--- config.mk ---
export PLATFORM = sky130hd
export DESIGN_NAME = joystick_button_event_decoder
export DESIGN_NICKNAME = d
export VERILOG_FILES = /design/src/jbed_pkg.sv /design/src/jbed_cfg_regs.sv /design/src/jbed_axis_div.sv /design/src/jbed_event_unit.sv /design/src/joystick_button_event_decoder.sv
export SDC_FILE = /design/constraint.sdc
export NUM_CORES = 1
export LEC_CHECK = 0
export ABC_AREA = 1
export BUFFER_PORTS_ARGS = -buffer_cell sky130_fd_sc_hd__clkbuf_2
export CELL_PAD_IN_SITES_DETAIL_PLACEMENT = 0
export CELL_PAD_IN_SITES_GLOBAL_PLACEMENT = 2
export CORE_UTILIZATION = 36
export DETAILED_ROUTE_END_ITERATION = 16
export GPL_TIMING_DRIVEN = 0
export PLACE_DENSITY = 0.84
export SYNTH_ARGS = -nofsm -noshare
export SYNTH_HDL_FRONTEND = slang
export SYNTH_HIERARCHICAL = 1
export SYNTH_SLANG_ARGS = --single-unit
--- constraint.sdc ---
create_clock -name aclk -period 5.7 [get_ports aclk]
set_input_delay 0.57 -clock aclk [delete_from_list [all_inputs] [get_ports aclk]]
set_output_delay 0.57 -clock aclk [all_outputs]
set_load 0.02 [all_outputs]
--- src/jbed_pkg.sv ---
// Shared types, register codes, event codes and reset values for the joystick event decoder.
`default_nettype none

package jbed_pkg;

    localparam int ADC_BITS_DEF  = 12;
    localparam int FRAC_BITS_DEF = 14;

    localparam int CENTER_W   = 12;
    localparam int SPAN_W     = 12;
    localparam int HALF_W     = SPAN_W - 1;
    localparam int MS_W       = 16;
    localparam int THR_W      = 15;
    localparam int TIME_W     = 32;
    localparam int CFG_DATA_W = 16;
    localparam int CFG_IDX_W  = 3;
    localparam int POS_OUT_W  = 16;
    localparam int EVENT_W    = 4;

    typedef enum logic [CFG_IDX_W-1:0] {
        REG_X_CENTER     = 3'd0,
        REG_Y_CENTER     = 3'd1,
        REG_X_SPAN       = 3'd2,
        REG_Y_SPAN       = 3'd3,
        REG_REPEAT_DELAY = 3'd4,
        REG_DEADBAND     = 3'd5,
        REG_ACCEL_THR    = 3'd6,
        REG_HOLD_TIME    = 3'd7
    } cfg_idx_t;

    typedef enum logic [EVENT_W-1:0] {
        EV_NONE      = 4'd0,
        EV_BOTH_HOLD = 4'd1,
        EV_BUTTON1   = 4'd2,
        EV_BUTTON2   = 4'd3,
        EV_RIGHT     = 4'd4,
        EV_LEFT      = 4'd5,
        EV_SCR_RIGHT = 4'd6,
        EV_SCR_LEFT  = 4'd7,
        EV_UP        = 4'd8,
        EV_DOWN      = 4'd9
    } event_t;

    typedef struct packed {
        logic [CENTER_W-1:0] x_center;
        logic [CENTER_W-1:0] y_center;
        logic [SPAN_W-1:0]   x_span;
        logic [SPAN_W-1:0]   y_span;
        logic [MS_W-1:0]     repeat_delay_ms;
        logic [THR_W-1:0]    deadband;
        logic [THR_W-1:0]    accel_threshold;
        logic [MS_W-1:0]     hold_time_ms;
    } cfg_t;

    typedef struct packed {
        event_t                 event_code;
        logic [POS_OUT_W-1:0]   x_pos;
        logic [POS_OUT_W-1:0]   y_pos;
        logic                   x_engaged;
        logic                   y_engaged;
        logic                   accel_active;
    } res_t;

    localparam logic [CENTER_W-1:0] X_CENTER_RST     = 12'd2048;
    localparam logic [CENTER_W-1:0] Y_CENTER_RST     = 12'd2048;
    localparam logic [SPAN_W-1:0]   X_SPAN_RST       = 12'd1800;
    localparam logic [SPAN_W-1:0]   Y_SPAN_RST       = 12'd1800;
    localparam logic [MS_W-1:0]     REPEAT_DELAY_RST = 16'd200;
    localparam logic [THR_W-1:0]    DEADBAND_RST     = 15'd1638;
    localparam logic [THR_W-1:0]    ACCEL_THR_RST    = 15'd13107;
    localparam logic [MS_W-1:0]     HOLD_TIME_RST    = 16'd3000;

endpackage

`default_nettype wire

--- src/jbed_cfg_regs.sv ---
// Configuration register file written through a plain write port.
`default_nettype none

module jbed_cfg_regs (
    input  wire logic                            aclk,
    input  wire logic                            aresetn,
    input  wire logic                            cfg_wr_en,
    input  wire logic [jbed_pkg::CFG_IDX_W-1:0]  cfg_index,
    input  wire logic [jbed_pkg::CFG_DATA_W-1:0] cfg_wr_data,
    output jbed_pkg::cfg_t                       cfg
);
    import jbed_pkg::*;

    cfg_t cfg_reg;

    always_ff @(posedge aclk) begin
        if (!aresetn) begin
            cfg_reg.x_center        <= X_CENTER_RST;
            cfg_reg.y_center        <= Y_CENTER_RST;
            cfg_reg.x_span          <= X_SPAN_RST;
            cfg_reg.y_span          <= Y_SPAN_RST;
            cfg_reg.repeat_delay_ms <= REPEAT_DELAY_RST;
            cfg_reg.deadband        <= DEADBAND_RST;
            cfg_reg.accel_threshold <= ACCEL_THR_RST;
            cfg_reg.hold_time_ms    <= HOLD_TIME_RST;
        end else if (cfg_wr_en) begin
            unique case (cfg_idx_t'(cfg_index))
                REG_X_CENTER:     cfg_reg.x_center        <= cfg_wr_data[CENTER_W-1:0];
                REG_Y_CENTER:     cfg_reg.y_center        <= cfg_wr_data[CENTER_W-1:0];
                REG_X_SPAN:       cfg_reg.x_span          <= cfg_wr_data[SPAN_W-1:0];
                REG_Y_SPAN:       cfg_reg.y_span          <= cfg_wr_data[SPAN_W-1:0];
                REG_REPEAT_DELAY: cfg_reg.repeat_delay_ms <= cfg_wr_data[MS_W-1:0];
                REG_DEADBAND:     cfg_reg.deadband        <= cfg_wr_data[THR_W-1:0];
                REG_ACCEL_THR:    cfg_reg.accel_threshold <= cfg_wr_data[THR_W-1:0];
                REG_HOLD_TIME:    cfg_reg.hold_time_ms    <= cfg_wr_data[MS_W-1:0];
                default:          cfg_reg                 <= cfg_reg;
            endcase
        end
    end

    assign cfg = cfg_reg;

endmodule

`default_nettype wire

--- src/jbed_axis_div.sv ---
// Bit-serial axis scaler: magnitude of (raw - center) * 2^FRAC_BITS / (span / 2), clamped.
`default_nettype none

module jbed_axis_div #(
    parameter int ADC_BITS  = jbed_pkg::ADC_BITS_DEF,
    parameter int FRAC_BITS = jbed_pkg::FRAC_BITS_DEF
) (
    input  wire logic                          aclk,
    input  wire logic                          aresetn,
    input  wire logic                          start,
    input  wire logic [ADC_BITS-1:0]           raw,
    input  wire logic [jbed_pkg::CENTER_W-1:0] center,
    input  wire logic [jbed_pkg::SPAN_W-1:0]   span,
    output logic                               done,
    output logic [FRAC_BITS:0]                 mag,
    output logic                               neg
);
    import jbed_pkg::*;

    localparam int QW    = ADC_BITS + FRAC_BITS;
    localparam int CNT_W = $clog2(QW + 1);
    localparam logic [QW-1:0]    ONE_Q = QW'(1) << FRAC_BITS;
    localparam logic [CNT_W-1:0] CNT_LOAD = CNT_W'(QW);
    localparam logic [CNT_W-1:0] CNT_LAST = CNT_W'(1);

    logic                busy_reg;
    logic                done_reg;
    logic [CNT_W-1:0]    cnt_reg;
    logic [QW-1:0]       num_reg;
    logic [HALF_W-1:0]   rem_reg;
    logic [HALF_W-1:0]   half_reg;
    logic [QW-1:0]       quot_reg;
    logic                neg_reg;

    logic [ADC_BITS-1:0] center_m;
    logic [ADC_BITS:0]   diff;
    logic [ADC_BITS:0]   diff_inv;
    logic                diff_neg;
    logic [ADC_BITS-1:0] abs_diff;
    logic [HALF_W-1:0]   half_in;
    logic [HALF_W:0]     trial;
    logic [HALF_W:0]     trial_sub;
    logic                fits;
    logic [HALF_W-1:0]   rem_next;

    assign center_m = ADC_BITS'(center);
    assign diff     = {1'b0, raw} - {1'b0, center_m};
    assign diff_inv = -diff;
    assign diff_neg = diff[ADC_BITS];
    assign abs_diff = diff_neg ? diff_inv[ADC_BITS-1:0] : diff[ADC_BITS-1:0];
    assign half_in  = span[SPAN_W-1:1];

    // One quotient bit per cycle, restoring division.
    assign trial     = {rem_reg, num_reg[QW-1]};
    assign trial_sub = trial - {1'b0, half_reg};
    assign fits      = trial >= {1'b0, half_reg};
    assign rem_next  = fits ? trial_sub[HALF_W-1:0] : trial[HALF_W-1:0];

    always_ff @(posedge aclk) begin
        if (!aresetn) begin
            busy_reg <= 1'b0;
            done_reg <= 1'b0;
            cnt_reg  <= '0;
        end else begin
            done_reg <= 1'b0;
            if (start && !busy_reg) begin
                neg_reg <= diff_neg;
                if (half_in == '0) begin
                    quot_reg <= (abs_diff != '0) ? ONE_Q : '0;
                    done_reg <= 1'b1;
                end else begin
                    busy_reg <= 1'b1;
                    cnt_reg  <= CNT_LOAD;
                    num_reg  <= QW'(abs_diff) << FRAC_BITS;
                    rem_reg  <= '0;
                    half_reg <= half_in;
                    quot_reg <= '0;
                end
            end else if (busy_reg) begin
                num_reg  <= num_reg << 1;
                rem_reg  <= rem_next;
                quot_reg <= {quot_reg[QW-2:0], fits};
                cnt_reg  <= cnt_reg - CNT_LAST;
                if (cnt_reg == CNT_LAST) begin
                    busy_reg <= 1'b0;
                    done_reg <= 1'b1;
                end
            end
        end
    end

    assign done = done_reg;
    assign neg  = neg_reg;
    assign mag  = (quot_reg > ONE_Q) ? ONE_Q[FRAC_BITS:0] : quot_reg[FRAC_BITS:0];

endmodule

`default_nettype wire

--- src/jbed_event_unit.sv ---
// Deadband, button edge and hold timer, and rate-limited stick event decision.
`default_nettype none

module jbed_event_unit #(
    parameter int FRAC_BITS = jbed_pkg::FRAC_BITS_DEF
) (
    input  wire logic                        aclk,
    input  wire logic                        aresetn,
    input  wire logic                        update,
    input  wire jbed_pkg::cfg_t              cfg,
    input  wire logic [jbed_pkg::TIME_W-1:0] now_ms,
    input  wire logic                        button1_down,
    input  wire logic                        button2_down,
    input  wire logic [FRAC_BITS:0]          x_mag,
    input  wire logic                        x_neg,
    input  wire logic [FRAC_BITS:0]          y_mag,
    input  wire logic                        y_neg,
    output jbed_pkg::res_t                   res
);
    import jbed_pkg::*;

    localparam int MAG_W = FRAC_BITS + 1;
    localparam int POS_W = FRAC_BITS + 2;
    localparam int CMP_W = (MAG_W > THR_W) ? MAG_W : THR_W;
    localparam logic [MAG_W-1:0] HALF_FX   = MAG_W'(1) << (FRAC_BITS - 1);
    localparam logic [MAG_W-1:0] SCREEN_FX = MAG_W'((3 << FRAC_BITS) / 10);

    logic              prev_b1_reg;
    logic              prev_b2_reg;
    logic              both_held_reg;
    logic [TIME_W-1:0] both_start_reg;
    logic [TIME_W-1:0] last_stick_reg;

    logic              x_act;
    logic              y_act;
    logic              acc;
    logic              press1;
    logic              press2;
    logic              both_now;
    logic [TIME_W-1:0] start_eff;
    logic [TIME_W-1:0] hold_elapsed;
    logic [TIME_W-1:0] stick_elapsed;
    logic              hold_hit;
    logic              stick_due;
    logic              stick_touch;
    event_t            ev;
    logic [POS_W-1:0]  x_ext;
    logic [POS_W-1:0]  y_ext;
    logic [POS_W-1:0]  x_sgn;
    logic [POS_W-1:0]  y_sgn;
    logic [POS_W-1:0]  x_full;
    logic [POS_W-1:0]  y_full;

    assign x_act = CMP_W'(x_mag) >= CMP_W'(cfg.deadband);
    assign y_act = CMP_W'(y_mag) >= CMP_W'(cfg.deadband);
    assign acc   = CMP_W'(y_mag) > CMP_W'(cfg.accel_threshold);

    assign x_ext  = {1'b0, x_mag};
    assign y_ext  = {1'b0, y_mag};
    assign x_sgn  = x_neg ? -x_ext : x_ext;
    assign y_sgn  = y_neg ? -y_ext : y_ext;
    assign x_full = x_act ? x_sgn : '0;
    assign y_full = y_act ? y_sgn : '0;

    generate
        if (POS_W >= POS_OUT_W) begin : g_pos_trunc
            assign res.x_pos = x_full[POS_OUT_W-1:0];
            assign res.y_pos = y_full[POS_OUT_W-1:0];
        end else begin : g_pos_ext
            assign res.x_pos = {{(POS_OUT_W-POS_W){x_full[POS_W-1]}}, x_full};
            assign res.y_pos = {{(POS_OUT_W-POS_W){y_full[POS_W-1]}}, y_full};
        end
    endgenerate

    assign press1        = button1_down && !prev_b1_reg;
    assign press2        = button2_down && !prev_b2_reg;
    assign both_now      = button1_down && button2_down;
    assign start_eff     = both_held_reg ? both_start_reg : now_ms;
    assign hold_elapsed  = now_ms - start_eff;
    assign stick_elapsed = now_ms - last_stick_reg;
    assign hold_hit      = both_now && (hold_elapsed >= TIME_W'(cfg.hold_time_ms));
    assign stick_due     = stick_elapsed >= TIME_W'(cfg.repeat_delay_ms);

    always_comb begin
        ev          = EV_NONE;
        stick_touch = 1'b0;
        priority if (hold_hit) begin
            ev = EV_BOTH_HOLD;
        end else if (press1) begin
            ev = EV_BUTTON1;
        end else if (press2) begin
            ev = EV_BUTTON2;
        end else if (stick_due) begin
            if (x_act) begin
                stick_touch = 1'b1;
                if (!x_neg && x_mag > HALF_FX) begin
                    ev = EV_RIGHT;
                end else if (x_neg && x_mag > HALF_FX) begin
                    ev = EV_LEFT;
                end else if (!x_neg && x_mag > SCREEN_FX) begin
                    ev = EV_SCR_RIGHT;
                end else if (x_neg && x_mag > SCREEN_FX) begin
                    ev = EV_SCR_LEFT;
                end
            end
            if (ev == EV_NONE && y_act) begin
                stick_touch = 1'b1;
                if (!y_neg && y_mag > HALF_FX) begin
                    ev = EV_UP;
                end else if (y_neg && y_mag > HALF_FX) begin
                    ev = EV_DOWN;
                end
            end
        end else begin
            ev = EV_NONE;
        end
    end

    assign res.event_code   = ev;
    assign res.x_engaged    = x_act;
    assign res.y_engaged    = y_act;
    assign res.accel_active = acc;

    always_ff @(posedge aclk) begin
        if (!aresetn) begin
            prev_b1_reg    <= 1'b0;
            prev_b2_reg    <= 1'b0;
            both_held_reg  <= 1'b0;
            both_start_reg <= '0;
            last_stick_reg <= '0;
        end else if (update) begin
            prev_b1_reg    <= button1_down;
            prev_b2_reg    <= button2_down;
            both_held_reg  <= both_now;
            both_start_reg <= both_now ? start_eff : '0;
            if (stick_touch) begin
                last_stick_reg <= now_ms;
            end
        end
    end

endmodule

`default_nettype wire

--- src/joystick_button_event_decoder.sv ---
// Top level of the joystick and button event decoder.
// Each sample is scaled on the x axis and then the y axis by the single bit-serial divider,
// then decided and registered at the output; a new sample is accepted only in idle, after
// the previous result has been taken into the output register.
// Reset (synchronous, active low) clears the sequencer, the output valid, the button and
// timer state, and loads every configuration register with its default.
`default_nettype none

module joystick_button_event_decoder #(
    parameter int ADC_BITS  = jbed_pkg::ADC_BITS_DEF,
    parameter int FRAC_BITS = jbed_pkg::FRAC_BITS_DEF
) (
    input  wire logic                            aclk,
    input  wire logic                            aresetn,
    input  wire logic                            cfg_wr_en,
    input  wire logic [jbed_pkg::CFG_IDX_W-1:0]  cfg_index,
    input  wire logic [jbed_pkg::CFG_DATA_W-1:0] cfg_wr_data,
    input  wire logic                            s_valid,
    output logic                                 s_ready,
    input  wire logic [jbed_pkg::TIME_W-1:0]     s_now_ms,
    input  wire logic [ADC_BITS-1:0]             s_x_raw,
    input  wire logic [ADC_BITS-1:0]             s_y_raw,
    input  wire logic                            s_button1_down,
    input  wire logic                            s_button2_down,
    output logic                                 m_valid,
    input  wire logic                            m_ready,
    output logic [jbed_pkg::EVENT_W-1:0]         m_event_code,
    output logic signed [jbed_pkg::POS_OUT_W-1:0] m_x_pos,
    output logic signed [jbed_pkg::POS_OUT_W-1:0] m_y_pos,
    output logic                                 m_x_engaged,
    output logic                                 m_y_engaged,
    output logic                                 m_accel_active
);
    import jbed_pkg::*;

    typedef enum logic [3:0] {
        ST_IDLE = 4'b0001,
        ST_XDIV = 4'b0010,
        ST_YDIV = 4'b0100,
        ST_DONE = 4'b1000
    } state_t;

    state_t              state_reg;
    state_t              state_next;
    cfg_t                cfg;
    res_t                res;
    res_t                res_reg;
    logic                m_valid_reg;

    logic [TIME_W-1:0]   now_reg;
    logic [ADC_BITS-1:0] y_raw_reg;
    logic                b1_reg;
    logic                b2_reg;
    logic [FRAC_BITS:0]  x_mag_reg;
    logic                x_neg_reg;

    logic                ax_start;
    logic                ax_done;
    logic [ADC_BITS-1:0] ax_raw;
    logic [CENTER_W-1:0] ax_center;
    logic [SPAN_W-1:0]   ax_span;
    logic [FRAC_BITS:0]  ax_mag;
    logic                ax_neg;
    logic                accept;
    logic                update;
    logic                out_free;

    jbed_cfg_regs u_cfg (
        .aclk        (aclk),
        .aresetn     (aresetn),
        .cfg_wr_en   (cfg_wr_en),
        .cfg_index   (cfg_index),
        .cfg_wr_data (cfg_wr_data),
        .cfg         (cfg)
    );

    assign s_ready  = (state_reg == ST_IDLE);
    assign accept   = s_valid && s_ready;
    assign out_free = !m_valid_reg || m_ready;
    assign update   = (state_reg == ST_DONE) && out_free;

    // The x axis starts straight from the ports; the y axis from the latched sample.
    assign ax_start  = accept || ((state_reg == ST_XDIV) && ax_done);
    assign ax_raw    = (state_reg == ST_IDLE) ? s_x_raw : y_raw_reg;
    assign ax_center = (state_reg == ST_IDLE) ? cfg.x_center : cfg.y_center;
    assign ax_span   = (state_reg == ST_IDLE) ? cfg.x_span : cfg.y_span;

    jbed_axis_div #(
        .ADC_BITS  (ADC_BITS),
        .FRAC_BITS (FRAC_BITS)
    ) u_axis (
        .aclk    (aclk),
        .aresetn (aresetn),
        .start   (ax_start),
        .raw     (ax_raw),
        .center  (ax_center),
        .span    (ax_span),
        .done    (ax_done),
        .mag     (ax_mag),
        .neg     (ax_neg)
    );

    jbed_event_unit #(
        .FRAC_BITS (FRAC_BITS)
    ) u_event (
        .aclk         (aclk),
        .aresetn      (aresetn),
        .update       (update),
        .cfg          (cfg),
        .now_ms       (now_reg),
        .button1_down (b1_reg),
        .button2_down (b2_reg),
        .x_mag        (x_mag_reg),
        .x_neg        (x_neg_reg),
        .y_mag        (ax_mag),
        .y_neg        (ax_neg),
        .res          (res)
    );

    always_comb begin
        state_next = state_reg;
        unique case (state_reg)
            ST_IDLE: begin
                if (accept) begin
                    state_next = ST_XDIV;
                end
            end
            ST_XDIV: begin
                if (ax_done) begin
                    state_next = ST_YDIV;
                end
            end
            ST_YDIV: begin
                if (ax_done) begin
                    state_next = ST_DONE;
                end
            end
            ST_DONE: begin
                if (out_free) begin
                    state_next = ST_IDLE;
                end
            end
            default: state_next = ST_IDLE;
        endcase
    end

    always_ff @(posedge aclk) begin
        if (!aresetn) begin
            state_reg   <= ST_IDLE;
            m_valid_reg <= 1'b0;
        end else begin
            state_reg <= state_next;
            if (update) begin
                m_valid_reg <= 1'b1;
            end else if (m_ready) begin
                m_valid_reg <= 1'b0;
            end
        end
    end

    always_ff @(posedge aclk) begin
        if (accept) begin
            now_reg   <= s_now_ms;
            y_raw_reg <= s_y_raw;
            b1_reg    <= s_button1_down;
            b2_reg    <= s_button2_down;
        end
        if ((state_reg == ST_XDIV) && ax_done) begin
            x_mag_reg <= ax_mag;
            x_neg_reg <= ax_neg;
        end
        if (update) begin
            res_reg <= res;
        end
    end

    assign m_valid        = m_valid_reg;
    assign m_event_code   = res_reg.event_code;
    assign m_x_pos        = res_reg.x_pos;
    assign m_y_pos        = res_reg.y_pos;
    assign m_x_engaged    = res_reg.x_engaged;
    assign m_y_engaged    = res_reg.y_engaged;
    assign m_accel_active = res_reg.accel_active;

endmodule

`default_nettype wire
# Word level (Yosys, flattened, before mapping)
# Cells that the tools add are included.
# word_totals
register_bits	365
in_bits	82
out_inout_bits	41
word_cells	181
# classes
add_sub_neg	8
n_lt_le_gt_ge	10
n_eq_ne	17
mux	59
bitwise_logic	2
reduce_logical	47
# ops
cell	count
$mux 26	6
$ge 32x16->1	2
$mux 32	2
$sub 32x32->32	2
$mux 15	4
$mux 4	15
$mux 12	4
$mux 11	4
$neg 15->16	2
$ge 15x15->1	2
$gt 15x14->1 const B	2
$reduce_and 2->1	14
$gt 26x15->1 const B	1
$mux 1	16
$pmux 4 s4	1
$gt 15x13->1 const B	1
$gt 15x15->1	1
$logic_and 1x1->1	15
$mux 5	3
$sub 12x12->13	1
$eq 3x3->1 const B	4
$ge 12x11->1	1
$neg 12->12	1
$reduce_bool 12->1	1
23 further kinds	38

# Depth between registers and ports, before layout
# Gate-level depths: netlist (run 1).
# depth
depth_word	19
mapped_depth	30
depth_no_buf	28

# Cells and area by module
# The synthesis (run 1) kept the hierarchy.
# by_module_without_submodules
mod	n_inst	cells_per_inst	area_each_um2	seq_area_each_um2
jbed_event_unit	1	1993	11005.6	1341.3
jbed_axis_div	1	582	4621.9	1971.9
jbed_cfg_regs	1	597	4244.1	2202.1
joystick_button_event_decoder	1	270	3853.7	3133.0

# Worst setup path after synthesis (run 1)
# Ideal clock, no wire load.
# synth_path
path_type	register to register
from	register state_reg[3]
to	register u_axis.num_reg[14] (enable)
setup_time_ps	378
arrival_time_ps	3657
required_ps	5322
slack_ps	1665
stages_incl_launch_ff	11
n_path_buf	1
period_less_slack_ps	4035
path_cell_list	dfxtp_1 nor2_4 nand2_2 buf_6 nor2_4 inv_2 nand2_1 inv_1 a21oi_1 nand2_1 inv_1
# synth_between
elab_chain_len	6
word_cells_on_any_way	11
classes_between	eq/ne (3); mux (1); reduce/logical (7)
# synth_lines
item	line	rtl
from (decl)	joystick_button_event_decoder.sv:43	state_t state_reg;
from (signal assigned)	joystick_button_event_decoder.sv:152	state_reg <= state_next;
$eq 4x1->1 *	joystick_button_event_decoder.sv:77	assign s_ready = (state_reg == ST_IDLE);
$logic_and 1x1->1 *	joystick_button_event_decoder.sv:78	assign accept = s_valid && s_ready;
net accept	joystick_button_event_decoder.sv:64	logic accept;
$logic_or 1x1->1 *	joystick_button_event_decoder.sv:83	assign ax_start = accept || ((state_reg == ST_XDIV) && ax_done);
net ax_start	joystick_button_event_decoder.sv:57	logic ax_start;
$logic_and 1x1->1 *	jbed_axis_div.sv:66	if (start && !busy_reg) begin
$ne 2x2->1 (no source line) or $reduce_bool 2->1 (tied branches)	-	
$reduce_and 3->1 (no source line) *	-	
to (signal assigned)	jbed_axis_div.sv:74	num_reg <= QW'(abs_diff) << FRAC_BITS;
to (signal assigned)	jbed_axis_div.sv:80	num_reg <= num_reg << 1;
to (decl)	jbed_axis_div.sv:29	logic [QW-1:0] num_reg;
# Mark *: on every way through the listed nets, which the timed path passes. The rest lies on a longest branch.
# A chain may end at the register's enable or synchronous reset.

# Final worst setup path (run 1)
# layout_path
from	register u_event.both_held_reg
to	register res_reg, in the netlist m_event_code[3] (data pin)
# layout_between
elab_chain_len	5
# layout_lines
item	line	rtl
from (decl)	jbed_event_unit.sv:30	logic both_held_reg;
from (signal assigned)	jbed_event_unit.sv:134	both_held_reg <= both_now;
$mux 32	jbed_event_unit.sv:78	assign start_eff = both_held_reg ? both_start_reg : now_ms;
$sub 32x32->32	jbed_event_unit.sv:79	assign hold_elapsed = now_ms - start_eff;
$ge 32x16->1	jbed_event_unit.sv:81	assign hold_hit = both_now && (hold_elapsed >= TIME_W'(cfg.hold_time_ms));
$logic_and 1x1->1	jbed_event_unit.sv:81	
$reduce_or 4->1 (no source line)	-	
to (signal assigned)	joystick_button_event_decoder.sv:173	res_reg <= res;
to (decl)	joystick_button_event_decoder.sv:47	res_t res_reg;
# No other way between the ends.

==> key figures, run 1 <==
Run status
  • Status: finished clean

Routing
  • Routed Wire Length: between 70 and 80 mm
  • Via count: roughly 22,000
  • DR WL/cell: 15.90 um
  • Drt first pass iters: 5
  • Detail Route Antenna Nets: 0
  • Vias per inst: ~4.8
  • Starting DRC count in detailed routing: 1,278
  • Detailed-route DRC error count: 0

Critical path
  • Startpoint Class: flop
  • Reg2reg setup slack: 0.37 ns
  • Crit path kind: flop to flop
  • Worst-path maximum fanout: 12
  • Arr. time, crit path: 5.76 ns
  • Crit. End Element: flop
  • Slowest stage cell, crit path: o21ai_0
  • Worst endpoint required time: 6.13 ns
  • Max stage delay on crit path: 0.63 ns

Clocking
  • Clock transition at path regs: 0.06 ns
  • Clock Latency Late Sink: 0.60 ns
  • Clock root buffer: clkbuf_16
  • CTS max path bufs: 3
  • Resized cells post-CTS: 1
  • Post-CTS setup buffers: 0
  • Clk sink count: about 350
  • CTS tree: done
  • Cts bufs inserted: 44
  • H-tree lvl count: 2
  • Post-CTS Hold Buffers: 0

Global route
  • Vias in the first global route: 20,900
  • First-pass GRT wire length: 112.5 mm
  • GRT Util Overall: 21.35%
  • Initial antenna violation count: 1
  • Largest net degree at the start of global routing: 40
  • Global route overflow: 0

Pwr
  • P per Cell Area: 331.9 mW/mm^2
  • Leak: 13.19 nW
  • Pwr Total: 8.899 mW
  • Worst VDD drop: 0.2338 mV

Floorplan
  • Row cnt: a little over 90
  • Die Y: ~260 um
  • Die span in x: 258.3 um
  • I/O Pins: ~120
  • Die area: 0.06669 sq mm
  • Initial Util: between 30% and 40%
  • Core ar.: 0.06470 sq mm

STA
  • Clock skew: 0.03321 ns
  • Tmin final: between 5 and 6 ns
  • Max Freq: 187.6 MHz
  • Relative slew slack: 35.59%
  • RSZ-0062 raised after global routing: no
  • Final period utilization: between 90 and 100%
  • Final worst slack: 0.3688 ns
  • Slew Viols, Final: 0
  • Final setup viols: 0
  • Fin. Hold Viols: 0
  • Worst slew pin tran: a little under 1 ns
  • Setup TNS: 0 ns

Layout
  • Flip-flop count of the largest register after layout: 108
  • Number of fill cells: 6,912
  • Layout cells sized above 1: 9.416%
  • Multi-input gate area: around 0.012 sq mm
  • Non-filler cells, final: 4,488
  • Nets@finish: 3,852
  • Area growth from synthesis to layout: 13.44%
  • Register Area: 0.008610 sq mm
  • Post-Route Utilization: 41.45%
  • Commonest cells after routing, fill and taps aside: nand2_1 (1,011), inv_1 (564), nor2_1 (441)
  • Commonest non-fill, non-tap cell in the layout: nand2_1

Logic synthesis
  • Synth Cell Area: 0.02364 sq mm
  • Syn Nets: 3,683
  • Avg Cell Area, Syn: 6.894 sq um
  • Post-Syn Instances: 3,429
  • Syn. warnings: 6

Placed design
  • Post-Place Worst Slack: -0.03531 ns
  • Detail Placement HPWL: 57.57 mm
  • I/O Buffers: 122
  • GP Congestion: 0.8985
  • DP Cell Count: 4,408

Worst hold path
  • Worst hold path type: input pin to flop

Run
  • Maxcap violations: 0
routing by layer:
metal / track usage (%) / routed length [um] / share of wire [%] / up-vias
met4: 4.799 / 1296 / 1.8 / 0
met5: 0 / 0 / 0 / -
li1: - / - / - / 11150
met3: 2.924 / 3914 / 5.5 / 78
met1: 29.79 / 34360 / 48 / 10000
met2: 34.89 / 31770 / 45 / 527
critical path: cells and delay by family (launching register included):
family | cells | cell delay (ns)
XOR/XNOR | 1 | 0.23
buffers and inverters | 5 | 0.74
adder cells (fa/ha/maj) | 3 | 0.98
flip-flops | 1 | 0.38
AO/OA/AOI/OAI | 2 | 1.01
AND/OR/NAND/NOR | 15 | 1.81
cell type report:
class | count | share of cell area, %
Antenna cell | 1 | 0.009332
Buffer | 91 | 2.034
Clock buffer | 55 | 4.409
Clock inverter | 25 | 0.9192
Inverter | 575 | 8.049
Multi-Input combinational cell | 2413 | 46.06
Sequential cell | 349 | 32.11
Tap cell | 855 | 3.989
Timing Repair Buffer | 124 | 2.426
where the power goes:
| part | internal [mW] | leakage (nW) | switching, mW | total [mW] |
|---|---|---|---|---|
| registers | 2.86 | 3.00 | 0.129 | 2.99 |
| clock network | 1.58 | 0.704 | 1.18 | 2.76 |
| logic | 1.05 | 9.48 | 2.10 | 3.15 |
| total | 5.49 | 13.2 | 3.41 | 8.90 |
final timing paths:
check / from / end / depth (start not counted)
max: u_event/both_held_reg$_SDFFE_PN0P_ / m_event_code[3]$_DFFE_PP_ / 26
min: s_now_ms[10] / now_reg[10]$_DFFE_PP_ / 1
max reg2reg: u_event/both_held_reg$_SDFFE_PN0P_ / m_event_code[3]$_DFFE_PP_ / 26
min reg2reg: u_cfg/cfg[33]$_SDFFE_PN1P_ / u_cfg/cfg[33]$_SDFFE_PN1P_ / 2
through the flow:
| step | hold WS [ns] | instance area, sq um |
|---|---|---|
| finish | 0.1416 | 26820 |
| global route | 0.1149 | 26810 |
| CTS | 0.1142 | 26810 |
| detailed placement | 0.4441 | 25380 |
| global placement | 0.4421 | 25320 |
| floorplan | 0.4289 | 23640 |
Power figures use the tool's default switching activity.
==> run 2: changes to the inputs <==
- CORE_UTILIZATION: 36 -> 25
- PLACE_DENSITY: 0.84 -> 0.62
==> key figures, run 2 (synthesis gave the netlist of run 1 again) <==
Run status
  • Status: finished clean

Critical path
  • Worst reg2reg path depth: 27 (+3.8%)
  • Arr. time, crit path: 5.51 ns (-0.25 ns)
  • Startpoint Class: flop
  • Crit. End Element: flop
  • Worst flop-to-flop path endpoint: m_event_code[3]$_DFFE_PP_
  • Worst r2r src: u_event/both_held_reg$_SDFFE_PN0P_
  • Critical Path Start: u_event/both_held_reg$_SDFFE_PN0P_
  • Worst-path maximum fanout: 12 (unchanged)
  • Crit path capture: m_event_code[3]$_DFFE_PP_
  • Worst endpoint required time: 6.15 ns (+0.02 ns)
  • Reg2reg setup slack: 0.64 ns (+0.27 ns)
  • Crit path kind: flop to flop

STA
  • Slew Viols, Final: 0 (unchanged)
  • Final worst slack: 0.6433 ns (+0.2745 ns)
  • Max Freq: 197.8 MHz (+5.4%)
  • Relative slew slack: 31.57% (-4.0 points)
  • Final period utilization: 88.71% (-4.8 points)
  • RSZ-0062 raised after global routing: no
  • Clock skew: 0.02192 ns (-0.01129 ns)
  • Final setup viols: 0 (unchanged)
  • Worst slew pin tran: 1.025 ns (+0.06022 ns)
  • Fin. Hold Viols: 0 (unchanged)
  • Tmin final: 5.057 ns (-0.2745 ns)

Global route
  • Vias in the first global route: 20,520 (-1.9%)
  • Grt met1 use: 24.26% (-5.5 points)
  • Initial antenna violation count: 0 (-1)
  • Largest net degree at the start of global routing: 38 (-5.0%)
  • First-pass GRT wire length: 121.1 mm (+7.7%)
  • Busiest grt layer: met2
  • Global route overflow: 0 (unchanged)
  • Routing usage on met2: 26.00% (-8.9 points)
  • GRT met3 Usage: 1.769% (-1.2 points)
  • GRT Util Overall: 16.66% (-4.7 points)

Clocking
  • H-tree lvl count: 2 (unchanged)
  • CTS tree: done
  • Post-CTS Hold Buffers: 0 (unchanged)
  • Clock root buffer: clkbuf_16
  • Clock transition at path regs: 0.06 ns (about the same)
  • Clk sink count: 349 (unchanged)
  • Cts bufs inserted: 45 (+2.3%)
  • CTS max path bufs: 3 (unchanged)
  • Clock Latency Late Sink: 0.62 ns (+0.02 ns)

Placed design
  • Detail Placement HPWL: 63.54 mm (+10%)
  • GP Congestion: 0.7977 (-11%)
  • Post-Place Worst Slack: 0.05892 ns (+0.09423 ns)
  • DP Cell Count: 4,810 (+9.1%)
  • I/O Buffers: 122 (unchanged)

Run
  • Maxcap violations: 0 (unchanged)

Routing
  • Routed Wire Length: 78.94 mm (+11%)
  • Detail Route Antenna Nets: 0 (unchanged)
  • Via count: 20,820 (-4.3%)
  • Drt first pass iters: 5 (unchanged)
  • Starting DRC count in detailed routing: 1,075 (-16%)
  • Vias per inst: 4.256 (-12%)
  • DR WL/cell: 16.14 um (+1.5%)
  • Detailed-route DRC error count: 0 (unchanged)

Floorplan
  • Die area: 0.09579 sq mm (+44%)
  • Initial Util: 25.29% (-11 points)
  • Row cnt: 112 (+20%)
  • Die span in x: 309.5 um (+20%)
  • Core ar.: 0.09347 sq mm (+44%)
  • I/O Pins: 123 (unchanged)
  • Die Y: 309.5 um (+20%)

Layout
  • Number of fill cells: 10,480 (+52%)
  • Number of diodes: 0 (-1)
  • Non-filler cells, final: 4,891 (+9.0%)
  • Layout cells sized above 1: 9.266% (-0.15 points)
  • Commonest non-fill, non-tap cell in the layout: nand2_1
  • Flip-flop count of the largest register after layout: 108 (unchanged)
  • Nets@finish: 3,856 (+0.10%)
  • Commonest cells after routing, fill and taps aside: nand2_1 (1,011), inv_1 (564), nor2_1 (441)
  • Area growth from synthesis to layout: 15.88%

Pwr
  • P per Cell Area: 330.5 mW/mm^2 (-0.42%)
  • Worst VDD drop: 0.2070 mV (-11%)
  • Leak: 13.22 nW (+0.24%)
  • Pwr Total: 9.052 mW (+1.7%)

Worst hold path
  • Hold Crit Depth: 1 (unchanged)
  • Worst hold path type: input pin to flop
[run 2: cell count changes in the layout (fill, tap and decap cells not counted), sizes merged]
| cell | before | now |
|---|---|---|
| buf | 60 | 63 |
| clkbuf | 210 | 216 |
| clkinv | 21 | 19 |
| clkinvlp | 3 | 2 |
| diode | 1 | 0 |
| inv | 574 | 573 |
[run 2: cell type report]
cell class | count | area, sq um | share of cell area (%)
Sequential cell | 349 | 8610 | 31.43
Inverter | 575 | 2158 | 7.879
Clock inverter | 21 | 196.4 | 0.7171
Multi-Input combinational cell | 2413 | 12350 | 45.07
Tap cell | 1254 | 1569 | 5.728
Clock buffer | 61 | 1276 | 4.659
Buffer | 91 | 546.8 | 1.996
Timing Repair Buffer | 127 | 690.7 | 2.521
[run 2: repair_timing]
item	CTS	global route
setup buffers	0	0
gates resized for setup	0	5
hold endpoints to repair	0	0
setup endpoints to repair	0	36
[run 2: how the worst min path moves through the flow]
stage | start | endpoint | slack (ns)
finish | s_now_ms[11] | now_reg[11]$_DFFE_PP_ | 0.13
global route | s_y_raw[1] | y_raw_reg[1]$_DFFE_PP_ | 0.08
CTS | s_y_raw[1] | y_raw_reg[1]$_DFFE_PP_ | 0.07
detailed placement | u_cfg/cfg[24]$_SDFFE_PN1P_ | u_cfg/cfg[24]$_SDFFE_PN1P_ | 0.44
global placement | u_cfg/cfg[24]$_SDFFE_PN1P_ | u_cfg/cfg[24]$_SDFFE_PN1P_ | 0.44
floorplan | u_cfg/cfg[11]$_SDFFE_PN1P_ | u_cfg/cfg[11]$_SDFFE_PN1P_ | 0.43
[run 2: routing by layer]
metal  part of all wire (%)  up-vias  wire length (um)
met5                      0        -                 0
li1                       -    11150                 -
met1                     53     9358             41640
met3                    2.6       64              2079
met2                     43      249             33700
met4                    1.9        0              1525
[run 2: where the power goes]
part           switching (mW)  total [mW]  internal (mW)  leakage (nW)
logic                    2.13        3.19           1.06          9.51
registers               0.128        2.98           2.86          3.00
clock network            1.21        2.88           1.67         0.712
[run 2: critical path, cell delays in order (launching register included)]
cell and delay (ns):
dfxtp_2 0.48, clkbuf_2 0.32, nand2_1 0.07, o21ai_0 0.15
ha_1 0.22, inv_1 0.11, fa_1 0.46, nand2_1 0.09
nand2_1 0.08, nand3_1 0.08, nand2_1 0.15, nand3_1 0.12
nand3_1 0.22, xor2_1 0.23, ha_1 0.28, inv_1 0.07
nor3_1 0.05, a211oi_1 0.30, nand3_1 0.14, nor2_1 0.13
nand2_1 0.06, nor2_1 0.08, nand4_1 0.19, nand2_1 0.21
buf_6 0.17, buf_6 0.18, nand3_1 0.11, nor2_1 0.13
[run 2: per-stage QoR]
| stage | hold slack (ns) | instance area (sq um) | setup TNS, ns | utilization, % |
|---|---|---|---|---|
| 2_1_floorplan | 0.4289 | 23640 | 0 | - |
| 3_3_place_gp | 0.4414 | 25820 | -2.887 | 27.62 |
| 3_5_place_dp | 0.4437 | 25920 | 0 | 27.73 |
| 4_1_cts | 0.06575 | 27390 | 0 | 29.31 |
| 5_1_grt | 0.08236 | 27390 | 0 | 29.31 |
| 6_report | 0.1271 | 27390 | 0 | 29.31 |
